`src/rtl/core/clr_pkg.sv`:
```
package clr_pkg;

	localparam int COORD_W = 8;
	localparam int PIX_W   = 6;
	localparam int GLYPH_W = 8;
	localparam int ERR_W   = 10;
	localparam int CNT_W   = 6;

	typedef logic signed [COORD_W-1:0] coord_t;
	typedef logic [COORD_W-1:0]        delta_t;
	typedef logic [PIX_W-1:0]          pix_t;
	typedef logic [GLYPH_W-1:0]        glyph_t;
	typedef logic signed [ERR_W-1:0]   err_t;
	typedef logic [CNT_W-1:0]          cnt_t;

	localparam glyph_t GLYPH_RESET = 8'd35;

	// controller to datapath
	typedef struct packed {
		logic load;   // latch line endpoints
		logic setup;  // work out deltas, directions and first error term
		logic step;   // advance one point along the line
		logic emit;   // load the output register from the current point
	} clr_cmd_t;

	// datapath to controller
	typedef struct packed {
		logic at_end;   // current point is the endpoint
		logic emit_ok;  // current point is on screen and below the result cap
	} clr_sts_t;

endpackage

```
`src/rtl/core/clr_line_if.sv`:
```
interface clr_line_if import clr_pkg::*; ();
	logic   valid;
	logic   ready;
	coord_t start_x;
	coord_t start_y;
	coord_t end_x;
	coord_t end_y;

	modport source (output valid, output start_x, output start_y, output end_x,
		output end_y, input ready);
	modport sink (input valid, input start_x, input start_y, input end_x,
		input end_y, output ready);
endinterface

```
`src/rtl/core/clr_pixel_if.sv`:
```
interface clr_pixel_if import clr_pkg::*; ();
	logic   valid;
	logic   ready;
	pix_t   pixel_x;
	pix_t   pixel_y;
	glyph_t pixel_glyph;
	logic   visible;
	logic   last;

	modport source (output valid, output pixel_x, output pixel_y, output pixel_glyph,
		output visible, output last, input ready);
	modport sink (input valid, input pixel_x, input pixel_y, input pixel_glyph,
		input visible, input last, output ready);
endinterface

```
`src/rtl/core/clr_ctrl.sv`:
```
module clr_ctrl import clr_pkg::*; (
	input  logic     clk,
	input  logic     arst_n,
	input  logic     in_valid,
	output logic     in_ready,
	input  logic     out_ready,
	output logic     out_valid,
	output clr_cmd_t cmd,
	input  clr_sts_t sts
);

	typedef enum logic [1:0] {
		S_IDLE,
		S_SETUP,
		S_WALK
	} state_t;

	state_t state_q;
	logic   out_valid_q;
	logic   can_step;

	// output register free, or its transaction completes this cycle
	assign can_step  = !out_valid_q || out_ready;
	assign in_ready  = (state_q == S_IDLE);
	assign out_valid = out_valid_q;

	always_comb begin
		cmd       = '0;
		cmd.load  = (state_q == S_IDLE) && in_valid;
		cmd.setup = (state_q == S_SETUP);
		cmd.step  = (state_q == S_WALK) && can_step && !sts.at_end;
		cmd.emit  = (state_q == S_WALK) && can_step && (sts.at_end || sts.emit_ok);
	end

	always_ff @(posedge clk or negedge arst_n) begin
		if (!arst_n) begin
			state_q     <= S_IDLE;
			out_valid_q <= 1'b0;
		end else begin
			if (cmd.emit) begin
				out_valid_q <= 1'b1;
			end else if (out_ready) begin
				out_valid_q <= 1'b0;
			end
			unique case (state_q)
				S_IDLE: begin
					if (in_valid) state_q <= S_SETUP;
				end
				S_SETUP: begin
					state_q <= S_WALK;
				end
				S_WALK: begin
					if (can_step && sts.at_end) state_q <= S_IDLE;
				end
				default: begin
					state_q <= S_IDLE;
				end
			endcase
		end
	end

	a_emit_needs_room: assert property (@(posedge clk) disable iff (!arst_n)
		cmd.emit |-> (!out_valid_q || out_ready))
		else $error("result loaded over an untaken one");

	a_end_to_idle: assert property (@(posedge clk) disable iff (!arst_n)
		(state_q == S_WALK && can_step && sts.at_end) |=> (state_q == S_IDLE && out_valid_q))
		else $error("endpoint step did not finish the line");

	a_load_to_setup: assert property (@(posedge clk) disable iff (!arst_n)
		cmd.load |=> (state_q == S_SETUP))
		else $error("accepted line not set up");

endmodule

```
`src/rtl/core/clr_datapath.sv`:
```
module clr_datapath import clr_pkg::*; #(
	parameter int SCREEN_W = 32,
	parameter int SCREEN_H = 32
) (
	input  logic     clk,
	input  logic     arst_n,
	input  logic     cfg_we,
	input  glyph_t   cfg_wdata,
	input  coord_t   start_x,
	input  coord_t   start_y,
	input  coord_t   end_x,
	input  coord_t   end_y,
	input  clr_cmd_t cmd,
	output clr_sts_t sts,
	output pix_t     pixel_x,
	output pix_t     pixel_y,
	output glyph_t   pixel_glyph,
	output logic     visible,
	output logic     last
);

	coord_t walk_x_q, walk_y_q, end_x_q, end_y_q;
	delta_t dx_q, dy_q;
	logic   sx_neg_q, sy_neg_q;
	err_t   err_q;
	cnt_t   cnt_q;
	glyph_t glyph_q;
	pix_t   px_q, py_q;
	glyph_t pg_q;
	logic   vis_q, last_q;

	logic signed [COORD_W:0] diff_x, diff_y, abs_x, abs_y;
	logic signed [ERR_W:0]   e2, neg_dy, dx_ext, dy_ext, err_sum;
	logic                    cx, cy, vis, at_end;

	// setup arithmetic
	assign diff_x = {end_x_q[COORD_W-1], end_x_q} - {walk_x_q[COORD_W-1], walk_x_q};
	assign diff_y = {end_y_q[COORD_W-1], end_y_q} - {walk_y_q[COORD_W-1], walk_y_q};
	assign abs_x  = diff_x[COORD_W] ? -diff_x : diff_x;
	assign abs_y  = diff_y[COORD_W] ? -diff_y : diff_y;

	// step decision, e2 = 2 * error term
	assign dx_ext  = $signed({{(ERR_W+1-COORD_W){1'b0}}, dx_q});
	assign dy_ext  = $signed({{(ERR_W+1-COORD_W){1'b0}}, dy_q});
	assign e2      = {err_q, 1'b0};
	assign neg_dy  = -dy_ext;
	assign cx      = e2 > neg_dy;
	assign cy      = e2 < dx_ext;
	assign err_sum = {err_q[ERR_W-1], err_q} - (cx ? dy_ext : '0) + (cy ? dx_ext : '0);

	assign vis = !walk_x_q[COORD_W-1] && (walk_x_q[COORD_W-2:0] < (COORD_W-1)'(SCREEN_W))
		&& !walk_y_q[COORD_W-1] && (walk_y_q[COORD_W-2:0] < (COORD_W-1)'(SCREEN_H));
	assign at_end = (walk_x_q == end_x_q) && (walk_y_q == end_y_q);

	assign sts.at_end  = at_end;
	assign sts.emit_ok = vis && (cnt_q != '1);

	always_ff @(posedge clk or negedge arst_n) begin
		if (!arst_n) begin
			glyph_q <= GLYPH_RESET;
		end else if (cfg_we) begin
			glyph_q <= cfg_wdata;
		end
	end

	always_ff @(posedge clk) begin
		if (cmd.load) begin
			walk_x_q <= start_x;
			walk_y_q <= start_y;
			end_x_q  <= end_x;
			end_y_q  <= end_y;
			cnt_q    <= '0;
		end
		if (cmd.setup) begin
			dx_q     <= abs_x[COORD_W-1:0];
			dy_q     <= abs_y[COORD_W-1:0];
			sx_neg_q <= diff_x[COORD_W] || (diff_x == '0);
			sy_neg_q <= diff_y[COORD_W] || (diff_y == '0);
			err_q    <= ERR_W'($signed({2'b00, abs_x[COORD_W-1:0]})
				- $signed({2'b00, abs_y[COORD_W-1:0]}));
		end
		if (cmd.step) begin
			err_q <= err_sum[ERR_W-1:0];
			if (cx) walk_x_q <= sx_neg_q ? walk_x_q - 1'b1 : walk_x_q + 1'b1;
			if (cy) walk_y_q <= sy_neg_q ? walk_y_q - 1'b1 : walk_y_q + 1'b1;
		end
		if (cmd.emit) begin
			px_q   <= vis ? walk_x_q[PIX_W-1:0] : '0;
			py_q   <= vis ? walk_y_q[PIX_W-1:0] : '0;
			pg_q   <= glyph_q;
			vis_q  <= vis;
			last_q <= at_end;
			if (!at_end) cnt_q <= cnt_q + 1'b1;
		end
	end

	assign pixel_x     = px_q;
	assign pixel_y     = py_q;
	assign pixel_glyph = pg_q;
	assign visible     = vis_q;
	assign last        = last_q;

endmodule

```
`src/rtl/core/clipped_line_rasterizer.sv`:
```
// Operation: a line is taken in IDLE, set up in SETUP, then walked at one point per cycle
// while the output register can take a result; the first result is registered at the
// earliest from the first WALK state. No new line is taken before the endpoint step, and
// each walk step waits while the single output register still holds an untaken result.
// Reset: arst_n clears the controller and the output valid at once; glyph returns to 35.
module clipped_line_rasterizer import clr_pkg::*; #(
	parameter int SCREEN_W = 32,
	parameter int SCREEN_H = 32
) (
	input  logic   clk,
	input  logic   arst_n,
	clr_line_if.sink    line,
	clr_pixel_if.source pixel,
	input  logic   cfg_we,
	input  glyph_t cfg_wdata
);

	clr_cmd_t cmd;
	clr_sts_t sts;

	// Controller: IDLE -> SETUP -> WALK, one walk point per cycle while the output
	// register can take a result. It owns the handshakes and the output valid.
	clr_ctrl u_ctrl (
		.clk       (clk),
		.arst_n    (arst_n),
		.in_valid  (line.valid),
		.in_ready  (line.ready),
		.out_ready (pixel.ready),
		.out_valid (pixel.valid),
		.cmd       (cmd),
		.sts       (sts)
	);

	// Datapath: endpoints, deltas, error term, walk point, clipping test,
	// result counter, glyph register and the output payload register.
	clr_datapath #(
		.SCREEN_W (SCREEN_W),
		.SCREEN_H (SCREEN_H)
	) u_dp (
		.clk         (clk),
		.arst_n      (arst_n),
		.cfg_we      (cfg_we),
		.cfg_wdata   (cfg_wdata),
		.start_x     (line.start_x),
		.start_y     (line.start_y),
		.end_x       (line.end_x),
		.end_y       (line.end_y),
		.cmd         (cmd),
		.sts         (sts),
		.pixel_x     (pixel.pixel_x),
		.pixel_y     (pixel.pixel_y),
		.pixel_glyph (pixel.pixel_glyph),
		.visible     (pixel.visible),
		.last        (pixel.last)
	);

	// one line at a time: no second transaction straight after an accept
	a_single_line: assert property (@(posedge clk) disable iff (!arst_n)
		(line.valid && line.ready) |=> !line.ready)
		else $error("line accepted while walking");

	// an off-screen endpoint result carries zero coordinates
	a_hidden_zero: assert property (@(posedge clk) disable iff (!arst_n)
		(pixel.valid && !pixel.visible) |-> (pixel.pixel_x == '0 && pixel.pixel_y == '0))
		else $error("hidden result with coordinates");

	// visible results lie on the screen
	a_on_screen: assert property (@(posedge clk) disable iff (!arst_n)
		(pixel.valid && pixel.visible) |->
		(PIX_W'(SCREEN_W) > pixel.pixel_x && PIX_W'(SCREEN_H) > pixel.pixel_y))
		else $error("visible result off screen");

	// a pending mid-line result means the walk is still running
	a_mid_busy: assert property (@(posedge clk) disable iff (!arst_n)
		(pixel.valid && !pixel.last) |-> !line.ready)
		else $error("idle with a mid-line result pending");

endmodule

```
`src/flat_wrapper.sv`:
```
// flat-port wrapper written by rule: the top's interface ports become plain ports
module clipped_line_rasterizer_flat import clr_pkg::*;
#(
	parameter int SCREEN_W = 32,
	parameter int SCREEN_H = 32
)
  (clk, arst_n, cfg_we, cfg_wdata, line_valid, line_start_x, line_start_y, line_end_x, line_end_y, line_ready, pixel_valid, pixel_pixel_x, pixel_pixel_y, pixel_pixel_glyph, pixel_visible, pixel_last, pixel_ready);
  clr_line_if line_i ();
  clr_pixel_if pixel_i ();
  input  logic clk;
  input  logic arst_n;
  input  logic cfg_we;
  input  glyph_t cfg_wdata;
  input wire logic [$bits(line_i.valid)-1:0] line_valid;
  input wire logic [$bits(line_i.start_x)-1:0] line_start_x;
  input wire logic [$bits(line_i.start_y)-1:0] line_start_y;
  input wire logic [$bits(line_i.end_x)-1:0] line_end_x;
  input wire logic [$bits(line_i.end_y)-1:0] line_end_y;
  output wire logic [$bits(line_i.ready)-1:0] line_ready;
  output wire logic [$bits(pixel_i.valid)-1:0] pixel_valid;
  output wire logic [$bits(pixel_i.pixel_x)-1:0] pixel_pixel_x;
  output wire logic [$bits(pixel_i.pixel_y)-1:0] pixel_pixel_y;
  output wire logic [$bits(pixel_i.pixel_glyph)-1:0] pixel_pixel_glyph;
  output wire logic [$bits(pixel_i.visible)-1:0] pixel_visible;
  output wire logic [$bits(pixel_i.last)-1:0] pixel_last;
  input wire logic [$bits(pixel_i.ready)-1:0] pixel_ready;
  assign line_i.valid = line_valid;
  assign line_i.start_x = line_start_x;
  assign line_i.start_y = line_start_y;
  assign line_i.end_x = line_end_x;
  assign line_i.end_y = line_end_y;
  assign line_ready = line_i.ready;
  assign pixel_valid = pixel_i.valid;
  assign pixel_pixel_x = pixel_i.pixel_x;
  assign pixel_pixel_y = pixel_i.pixel_y;
  assign pixel_pixel_glyph = pixel_i.pixel_glyph;
  assign pixel_visible = pixel_i.visible;
  assign pixel_last = pixel_i.last;
  assign pixel_i.ready = pixel_ready;
  clipped_line_rasterizer #(.SCREEN_W(SCREEN_W), .SCREEN_H(SCREEN_H)) u_core (.clk(clk), .arst_n(arst_n), .line(line_i), .pixel(pixel_i), .cfg_we(cfg_we), .cfg_wdata(cfg_wdata));
endmodule
```
`config.mk`:
```
export PLATFORM = sky130hd
export DESIGN_NAME = clipped_line_rasterizer_flat
export DESIGN_NICKNAME = d
export VERILOG_FILES = /design/src/rtl/core/clr_pkg.sv /design/src/rtl/core/clr_line_if.sv /design/src/rtl/core/clr_pixel_if.sv /design/src/rtl/core/clr_ctrl.sv /design/src/rtl/core/clr_datapath.sv /design/src/rtl/core/clipped_line_rasterizer.sv /design/src/flat_wrapper.sv
export SDC_FILE = /design/constraint.sdc
export NUM_CORES = 1
export LEC_CHECK = 0
export BUFFER_PORTS_ARGS = -buffer_cell sky130_fd_sc_hd__buf_4
export CORE_MARGIN = 2
export CORE_UTILIZATION = 30
export CTS_BUF_LIST = sky130_fd_sc_hd__clkbuf_8
export DETAILED_ROUTE_END_ITERATION = 6
export SLEW_MARGIN = 20
export SYNTH_ARGS = -nofsm -noshare
export SYNTH_HDL_FRONTEND = slang
export SYNTH_SLANG_ARGS = --single-unit
```
`constraint.sdc`:
```
create_clock -name clk -period 5.1 [get_ports clk]
set_input_delay 0.51 -clock clk [delete_from_list [all_inputs] [get_ports clk]]
set_output_delay 0.51 -clock clk [all_outputs]
set_load 0.01 [all_outputs]
```
==> impl_metrics.json, run 1 <==
{
  "fin_crit_sh": 0.953,
  "start_kind": "flip-flop",
  "grt_pass1_vias": 4978,
  "setup_viol": 0,
  "hpwl_um": 12500,
  "fmax_ghz": 0.206,
  "numClockSinks": 99,
  "hold_viol_final": 0,
  "viasPerCell": 4.83,
  "firstDrtPassIters": 4,
  "ys_seq_area_frac": 0.396,
  "r2r_setup_slack_ns": 0.24,
  "relSlewSlack": 0.486,
  "r2r_end": "u_core.u_dp.err_q[6]$_DFFE_PP_",
  "overflow": 0,
  "die_area_um2": 23900,
  "drt_wl_total_um": 15900,
  "core_um2": 22500,
  "critPathSlowestCell": "fa_1",
  "numPlacedInstances": 1046,
  "ys_ff_latch": 99,
  "crit_family": "simple AND/OR/NAND/NOR gates",
  "cts_max_level": 3,
  "setup_ws_ns": 0.241,
  "synthToLayoutAreaGrowth_pct": 16.4,
  "reg2reg_depth": 19,
  "path_clk_slew_ns": 0.10,
  "netlist_instances": 700,
  "reg2reg_from": "u_core.u_dp.dy_q[4]$_DFFE_PP_",
  "whs_path_depth": 1,
  "die_x_um": 155,
  "globalplace.congestion": 0.892,
  "arrival_ns": 4.99,
  "slowest_delay_ns": 0.50,
  "ios": 69,
  "start_util": 0.303,
  "critPathKind": "flip-flop to flip-flop",
  "syn_area_per_cell_um2": 9.74,
  "grt_antenna_before_repair": 0,
  "grt_max_degree": 45,
  "hold_path.class": "input port to flip-flop",
  "nets": 900,
  "cp-end-kind": "flip-flop",
  "layout.cells.most_common": "inv_1",
  "synth_cell_type_count": 57,
  "via_count": 5140,
  "insertion_delay_ns": 0.39,
  "drc": 0,
  "syn_area_um2": 6820,
  "layout_common_cells": "82 x inv_1, 77 x nor2_1, 75 x buf_4, 68 x ha_1, 66 x edfxtp_1",
  "path_cells": "nor4_2 > nand2_1 > nor3_1 > ha_1 > nand4_1 > inv_1 > a2111oi_4 > xnor2_2 > nor2_1 > and2_1 > fa_1 > inv_1 > ha_1 > nor2b_1 > o21ai_1 > nand2_1 > a311oi_2 > xor2_1 > o22ai_1",
  "min_period_ns": 4.86,
  "grt.total_usage": 0.135,
  "numCtsBuffers": 9,
  "finalMaxSlewViolations": 0,
  "min-delay-start": "line_end_x[4]",
  "drt_iter0_drc": 247,
  "syn-num-nets": 826,
  "port_buffers": 68,
  "grt_pass1_wl_um": 25500,
  "wl_per_cell_um": 14.9,
  "ys_warn_count": 0,
  "path_buf_inv": 2,
  "crit_required_ns": 5.23,
  "root_buffer": "clkbuf_8",
  "die_h_um": 155,
  "stdcell_count": 1064,
  "synth_edf_count": 66,
  "synth-async-reset-ratio": 0.111,
  "clockBufferDepth": 2,
  "rows": 55,
  "post-place-ws_ns": 0.0212,
  "final_layout_size_suffix_gt1_frac": 0.159,
  "detail-route-antenna-nets": 0,
  "diodes": 0,
  "final.setup_skew_ns": 0.00949,
  "worstPathMaxFanout": 6,
  "tightest_slew_ns": 0.770,
  "synth_ff_type": "edfxtp_1",
  "drv_cap": 0,
  "hold_end": "u_core.u_dp.end_x_q[4]$_DFFE_PP_",
  "rsz0062_at_grt": "true",
  "status": "completed",
  "cts_tree": "yes"
}
==> synth_stat cells, types with 5 or more instances <==
master,n,area [um^2]
a31oi_1,6,37.5
clkbuf_1,7,26.3
nor2_1,78,293
o21ai_0,27,135
or2_2,6,37.5
ha_1,68,851
o211ai_1,8,60.1
dfxtp_1,22,440
nor3_1,17,85.1
mux2i_1,10,100
inv_1,82,308
a211oi_1,6,45.0
edfxtp_1,66,1980
dfrtp_1,8,200
nand2_1,39,146
xor2_1,24,210
o31ai_1,5,37.5
a21oi_1,46,230
o21a_1,6,45.0
xnor2_1,32,280
nor2b_1,7,43.8
and2_1,11,68.8
nand3_1,13,65.1
mux2_2,10,113
nand4_1,12,75.1
fa_1,13,260
nand2b_1,10,62.6
==> worst max-delay path by stage <==
stage / start / to / depth (start not counted)
finish: u_core.u_dp.dy_q[4]$_DFFE_PP_ / u_core.u_dp.err_q[6]$_DFFE_PP_ / 19
detailed placement: u_core.u_dp.dy_q[4]$_DFFE_PP_ / u_core.u_dp.err_q[6]$_DFFE_PP_ / 19
global placement: u_core.u_dp.dy_q[2]$_DFFE_PP_ / u_core.u_dp.err_q[6]$_DFFE_PP_ / 19
global route: u_core.u_dp.dy_q[4]$_DFFE_PP_ / u_core.u_dp.err_q[6]$_DFFE_PP_ / 19
CTS: u_core.u_dp.dy_q[4]$_DFFE_PP_ / u_core.u_dp.err_q[6]$_DFFE_PP_ / 19
floorplan: u_core.u_dp.dy_q[4]$_DFFE_PP_ / u_core.u_dp.err_q[6]$_DFFE_PP_ / 19
==> layout make-up <==
| class | count | area [um^2] |
|---|---|---|
| clock buffer | 9 | 124 |
| clock inverter | 7 | 58.8 |
| fill | 2262 | 14600 |
| inverter | 82 | 308 |
| multi-input combinational | 506 | 3810 |
| sequential | 99 | 2700 |
| tap | 285 | 357 |
| timing repair buffer | 76 | 573 |
==> layer usage <==
layer | wire length (um) | global-route usage | vias to the layer above
met2 | 7180 | 0.217 | 113
met3 | 688 | 0.0275 | 21
met4 | 276 | 0.0432 | 0
met1 | 7710 | 0.183 | 2398
li1 | - | - | 2608
met5 | 0 | 0 | -
==> through the flow <==
step	util	area [um^2]	hold WS [ns]	setup TNS, ns
3_3_place_gp	0.341	7670	0.351	0
2_1_floorplan	-	6820	0.214	0
3_5_place_dp	0.341	7670	0.354	0
6_report	0.352	7930	0.292	0
5_1_grt	0.352	7930	0.269	-0.125
4_1_cts	0.349	7860	0.265	0
==> state kept, by name, indices dropped and copies added (netlist names) <==
name,cells
u_core.u_dp.end_x_q,8
u_core.u_dp.visible,1
u_core.u_dp.walk_y_q,8
u_core.u_dp.sx_neg_q,1
u_core.u_dp.err_q,10
u_core.u_ctrl.state_q,2
u_core.u_dp.walk_x_q,8
u_core.u_dp.end_y_q,8
u_core.u_dp.cnt_q,6
u_core.u_dp.glyph_q,8
u_core.u_dp.last,1
u_core.u_dp.pixel_x,6
u_core.u_dp.dx_q,8
u_core.u_dp.pixel_glyph,8
u_core.u_dp.dy_q,8
u_core.u_ctrl.out_valid,1
u_core.u_dp.pixel_y,6
u_core.u_dp.sy_neg_q,1
==> logic make-up after synthesis <==
kind of cell,share of synthesized area
AO/OA/AOI/OAI,0.131
AND/OR/NAND/NOR,0.152
flip-flops,0.396
adder cells (fa/ha/maj),0.163
multiplexers,0.0312
XOR/XNOR,0.0720
buffers and inverters,0.0542
==> what timing repair did <==
item / in CTS / in global routing
hold buffers: 1 / 0
cloned: 0 / 0
setup buffers: 0 / 1
setup endpoints to repair: 1 / 4
pin swaps: 0 / 1
resized for setup: 1 / 12
endpoints found under the hold margin: 8 / 0
Power of run 1 is left out: the tool's default activity adds up to more than one toggle a clock period on the data nets, which glitch-free logic cannot reach.
==> inputs of run 2 (changes only) <==
- CTS_CLUSTER_SIZE: unset -> 14
- GPL_TIMING_DRIVEN: unset -> 0
- clock period: 5.1 -> 5.9 ns (I/O delays scaled with it)
==> run 2 against run 1 <==
- sequential cell count did not move
- register-to-register slack improved by 0.13 ns
- highest routed layer unchanged
- clock skew rose by 0.0026 ns
- non-clock buffer count rose by 5
- largest cell class unchanged
- setup slack improved by 0.13 ns
- first-iteration DRC count rose by 75%
- via count fell by 0.39%
==> impl_metrics.json, run 2 (synthesized netlist as in run 1, its figures left out) <==
{
  "fmax_ghz": 0.181,
  "grt_pass1_vias": 5220,
  "rows": 55,
  "post-place-ws_ns": 0.199,
  "cp-end-kind": "flip-flop",
  "relSlewSlack": 0.520,
  "start_kind": "flip-flop",
  "die_area_um2": 23900,
  "via_count": 5120,
  "insertion_delay_ns": 0.39,
  "path_clk_slew_ns": 0.10,
  "largest_reg_flops": 10,
  "whs_path_depth": 1,
  "grt_pass1_wl_um": 25700,
  "wl_per_cell_um": 14.6,
  "detail-route-antenna-nets": 0,
  "layout.cells.most_common": "inv_1",
  "root_buffer": "clkbuf_8",
  "start_util": 0.303,
  "drt_iter0_drc": 433,
  "cts_max_level": 3,
  "status": "completed",
  "setup_viol": 0,
  "worstPathMaxFanout": 6,
  "core_um2": 22500,
  "drv_cap": 0,
  "final.setup_skew_ns": 0.0121,
  "final_layout_size_suffix_gt1_frac": 0.148,
  "min-delay-start": "line_end_x[0]",
  "numClockSinks": 99,
  "hpwl_um": 12500,
  "setup_ws_ns": 0.375,
  "synthToLayoutAreaGrowth_pct": 15.8,
  "cts_tree": "yes",
  "firstDrtPassIters": 5,
  "nets": 905,
  "finalMaxSlewViolations": 0,
  "postCtsSetupBuffers": 0,
  "arrival_ns": 5.66,
  "crit_start": "u_core.u_dp.dy_q[2]$_DFFE_PP_",
  "hold_viol_final": 0,
  "ios": 69,
  "drt_wl_total_um": 15600,
  "grt_max_degree": 26,
  "numCtsBuffers": 9,
  "overflow": 0,
  "reg2reg_depth": 20,
  "diodes": 0,
  "reg2reg_from": "u_core.u_dp.dy_q[2]$_DFFE_PP_",
  "fillers": 2280,
  "die_x_um": 155,
  "rsz0062_at_grt": "false",
  "die_h_um": 155,
  "grt_antenna_before_repair": 0,
  "fin_crit_sh": 0.936,
  "top_register": "u_core.u_dp.err_q",
  "tns_ns": 0,
  "clockBufferDepth": 2,
  "min_period_ns": 5.52,
  "crit_required_ns": 6.04,
  "layout_common_cells": "82 x inv_1, 77 x nor2_1, 68 x ha_1, 67 x buf_4, 66 x edfxtp_1",
  "drc": 0,
  "port_buffers": 67,
  "critPathKind": "flip-flop to flip-flop",
  "grt.total_usage": 0.135,
  "globalplace.congestion": 0.868,
  "hold_path.class": "input port to flip-flop",
  "hold_slack_ns": 0.372,
  "tightest_slew_ns": 0.720,
  "viasPerCell": 4.79
}
[run 2: cell count changes in the layout (fill, tap and decap cells not counted), moves of 2 or more]
cell	previous run	this run
buf_4	75	67
clkbuf_1	0	6
buf_2	0	4
o21ai_0	23	27
o21ai_1	5	1
a2111oi_4	2	0
inv_6	2	0
nor3_1	15	17
nor3_2	2	0
[run 2: path summary, 6_finish.rpt]
kind                                                             end  slack [ns]
worst max-delay path                  u_core.u_dp.err_q[6]$_DFFE_PP_        0.38
worst min-delay path                u_core.u_dp.end_x_q[0]$_DFFE_PP_        0.37
worst max register to register        u_core.u_dp.err_q[6]$_DFFE_PP_        0.38
worst min register to register  u_core.u_dp.pixel_glyph[6]$_DFFE_PP_        0.45
max in group asynchronous         u_core.u_dp.glyph_q[0]$_DFFE_PN1P_        5.12
min in group asynchronous         u_core.u_dp.glyph_q[7]$_DFFE_PN0P_        0.55
[run 2: repair_timing]
item | 4_1_cts | 5_1_grt
endpoints found under the setup margin | 0 | 1
endpoints found under the hold margin | 8 | 0
gates resized for setup | 0 | 1
hold buffers | 1 | 0
[run 2: critical path, stage by stage, from the launching register on]
cell and delay [ns]:
edfxtp_1 0.50, nor4_1 0.34, nand2_1 0.16, o21ai_0 0.17, nand2b_1 0.07, ha_1 0.27, nand4_1 0.20, a2111oi_1 0.61
a2111oi_2 0.15, xnor2_1 0.34, nor2_1 0.17, and2_1 0.23, fa_1 0.50, inv_1 0.04, ha_1 0.33, nor2b_1 0.14
o21ai_0 0.21, nand2_1 0.11, a311oi_1 0.36, xor2_1 0.26, o22ai_1 0.11
[run 2: final cells by class]
cell class / instances / area, um^2 / share of cell area
clock inverters: 7 / 71.3 / 0.00904
repair buffers: 68 / 513 / 0.0650
multi-input cells: 506 / 3750 / 0.476
inverters: 82 / 308 / 0.0390
well taps: 285 / 357 / 0.0452
flip-flops and latches: 99 / 2700 / 0.342
clock buffers: 9 / 124 / 0.0157
plain buffers: 13 / 62.6 / 0.00793
[run 2: per-stage QoR]
stage	util	std cells	area [um^2]
detailed placement	0.341	1052	7680
global placement	0.341	1052	7670
floorplan	-	700	6820
finish	0.351	1069	7890
global route	0.351	1069	7890
CTS	0.351	1069	7890
[run 2: layer usage]
metal  track usage  vias up  part of all wire  wire [um]
li1              -     2618                 -          -
met1         0.171     2396              0.48       7410
met2         0.238       90              0.48       7400
met3        0.0249       16             0.035        542
met4        0.0370        0             0.013        200
met5             0        -                 0          0
Power of run 2 is left out for the same reason.
==> inputs of run 3 (changes only) <==
- ABC_AREA: unset -> 1
==> run 3 against run 2 <==
- via count increased by 16%
- register-to-register slack improved by 0.52 ns
- utilization increased by 0.39 points
- routed wire length rose by 6.2%
==> impl_metrics.json, run 3 <==
{
  "cts_tree": "yes",
  "drt_iter0_drc": 315,
  "cp-end-kind": "flip-flop",
  "start_kind": "flip-flop",
  "grtUsageMet3": 0.0174,
  "ios": 69,
  "path_clk_slew_ns": 0.11,
  "synthToLayoutAreaGrowth_pct": 16.0,
  "ys_ff_latch": 99,
  "synth_ff_type": "edfxtp_1",
  "relSlewSlack": 0.593,
  "synth-simple-area-share": 0.242,
  "postCtsSetupBuffers": 0,
  "grtUsageMet2": 0.237,
  "drt_wl_total_um": 16500,
  "detail-route-antenna-nets": 0,
  "grt_max_degree": 29,
  "rsz0062_at_grt": "false",
  "r2r_setup_slack_ns": 0.90,
  "overflow": 0,
  "min_period_ns": 5.00,
  "synthXorXnorAreaFrac": 0.0427,
  "tightest_slew_ns": 0.610,
  "reg2reg_from": "u_core.u_dp.dy_q[2]$_DFFE_PP_",
  "cts_resized": 0,
  "grt_pass1_wl_um": 27900,
  "ys_seq_area_frac": 0.377,
  "yosys-top-cells-count": "246 x nand2_1, 153 x inv_1, 68 x ha_1",
  "die_area_um2": 25200,
  "via_count": 5945,
  "synthAdderAreaFrac": 0.155,
  "tns_ns": 0,
  "hpwl_um": 13300,
  "die_x_um": 159,
  "numClockSinks": 99,
  "netlist_instances": 908,
  "nets": 1115,
  "finalMaxSlewViolations": 0,
  "port_buffers": 67,
  "synth-async-reset-ratio": 0.111,
  "yosysMostFrequentCell": "nand2_1",
  "drv_cap": 0,
  "grt_antenna_before_repair": 0,
  "setup_viol": 0,
  "numCtsBuffers": 9,
  "core_um2": 23500,
  "final_layout_size_suffix_gt1_frac": 0.125,
  "synth_cell_type_count": 40,
  "start_util": 0.306,
  "hold_path.class": "input port to flip-flop",
  "layout_common_cells": "246 x nand2_1, 153 x inv_1, 69 x buf_4, 68 x ha_1, 66 x edfxtp_1",
  "synth_top_family_by_area": "simple AND/OR/NAND/NOR gates",
  "final.setup_skew_ns": 0.0145,
  "drc": 0,
  "globalplace.congestion": 0.901,
  "ys_warn_count": 0,
  "crit_start": "u_core.u_dp.dy_q[2]$_DFFE_PP_",
  "grt.total_usage": 0.141,
  "grt-busiest-layer": "met2",
  "hold_viol_final": 0,
  "status": "completed",
  "grt_util_met1": 0.188,
  "syn-num-nets": 1034,
  "syn_area_um2": 7170,
  "die_h_um": 159,
  "cts_max_level": 3,
  "synthMuxAreaShare": 0.0140,
  "grt_pass1_vias": 5822,
  "diodes": 0,
  "clockBufferDepth": 2,
  "synth_top_cell_by_area": "edfxtp_1",
  "largest_reg_flops": 10,
  "insertion_delay_ns": 0.39,
  "synth_top_area_frac": 0.276,
  "synth_area_leaders": "edfxtp_1 28%, nand2_1 13%, ha_1 12%",
  "synth_compound_area_frac": 0.0801,
  "top_register": "u_core.u_dp.err_q",
  "wl_per_cell_um": 12.6,
  "arrival_ns": 5.14,
  "critPathKind": "flip-flop to flip-flop",
  "firstDrtPassIters": 7,
  "worstPathMaxFanout": 9,
  "synth_edf_count": 66,
  "fin_crit_sh": 0.848,
  "min-delay-start": "line_end_y[5]",
  "viasPerCell": 4.53,
  "rows": 56,
  "layout.cells.most_common": "nand2_1",
  "fmax_ghz": 0.200,
  "syn_area_per_cell_um2": 7.90,
  "crit_required_ns": 6.04,
  "ctsHoldBuffers": 1,
  "root_buffer": "clkbuf_8"
}
run 3: changes by cell type in the layout (fill, tap and decap cells not counted), sizes merged, moves of 10 or more:
| cell | previous run | this run |
|---|---|---|
| o21ai | 29 | 49 |
| nor2 | 78 | 66 |
| nand2b | 10 | 0 |
| nand2 | 39 | 248 |
| nand3 | 13 | 67 |
| inv | 84 | 164 |
| and2 | 11 | 0 |
| xnor2 | 32 | 8 |
run 3: path summary, 6_finish.rpt:
check	to	cells past startpoint
min in group asynchronous	u_core.u_dp.glyph_q[3]$_DFFE_PN0P_	2
hold / removal	u_core.u_dp.end_y_q[5]$_DFFE_PP_	1
max in group asynchronous	u_core.u_dp.glyph_q[5]$_DFFE_PN1P_	2
setup reg to reg	u_core.u_dp.err_q[8]$_DFFE_PP_	25
hold reg to reg	u_core.u_dp.pixel_glyph[6]$_DFFE_PP_	0
setup / recovery	u_core.u_dp.err_q[8]$_DFFE_PP_	25
run 3: layer usage:
layer,vias to the layer above,wire length [um]
met5,-,0
met4,0,298
met3,20,535
met2,92,7890
met1,2727,7810
li1,3106,-
run 3: worst max-delay path, stage by stage, from the launching register on:
cell and delay [ns]:
edfxtp_1 0.44, inv_1 0.12, nand3_1 0.12, nor3_1 0.30, nand2_1 0.14, nor2_1 0.16
xor2_1 0.09, ha_1 0.28, nand2_1 0.05, nor2_1 0.18, nand3_1 0.13, nand4_1 0.11
nand2_1 0.07, nor2_2 0.42, inv_1 0.28, nor2_1 0.19, fa_1 0.49, fa_1 0.43
inv_1 0.08, nand2_1 0.07, nand2_1 0.06, nand2_1 0.05, nand2_1 0.12, nand4_1 0.12
a21oi_1 0.17, o21ai_0 0.10
run 3: cell type report:
type,count,area (um^2)
plain buffers,10,48.8
fillers,2478,15200
flip-flops and latches,99,2700
clock buffers,9,124
clock inverters,7,87.6
repair buffers,70,536
well taps,319,399
multi-input cells,641,3830
inverters,158,593
run 3: metrics by stage:
step | hold WS, ns | instance area [um^2] | setup slack (ns) | utilization | instances
floorplan | 0.294 | 7170 | 1.81 | - | 908
global placement | 0.424 | 8070 | 1.00 | 0.344 | 1294
detailed placement | 0.428 | 8100 | 0.926 | 0.345 | 1296
CTS | 0.344 | 8320 | 0.930 | 0.355 | 1313
global route | 0.339 | 8320 | 0.307 | 0.355 | 1313
finish | 0.366 | 8320 | 0.898 | 0.355 | 1313
run 3: logic make-up after synthesis:
group | after synthesis
buf+inv | 168
flops | 99
xor+xnor | 35
mux | 9
fa+ha+maj | 81
simple gates | 410
compound gates | 106
Power of run 3 is left out for the same reason.
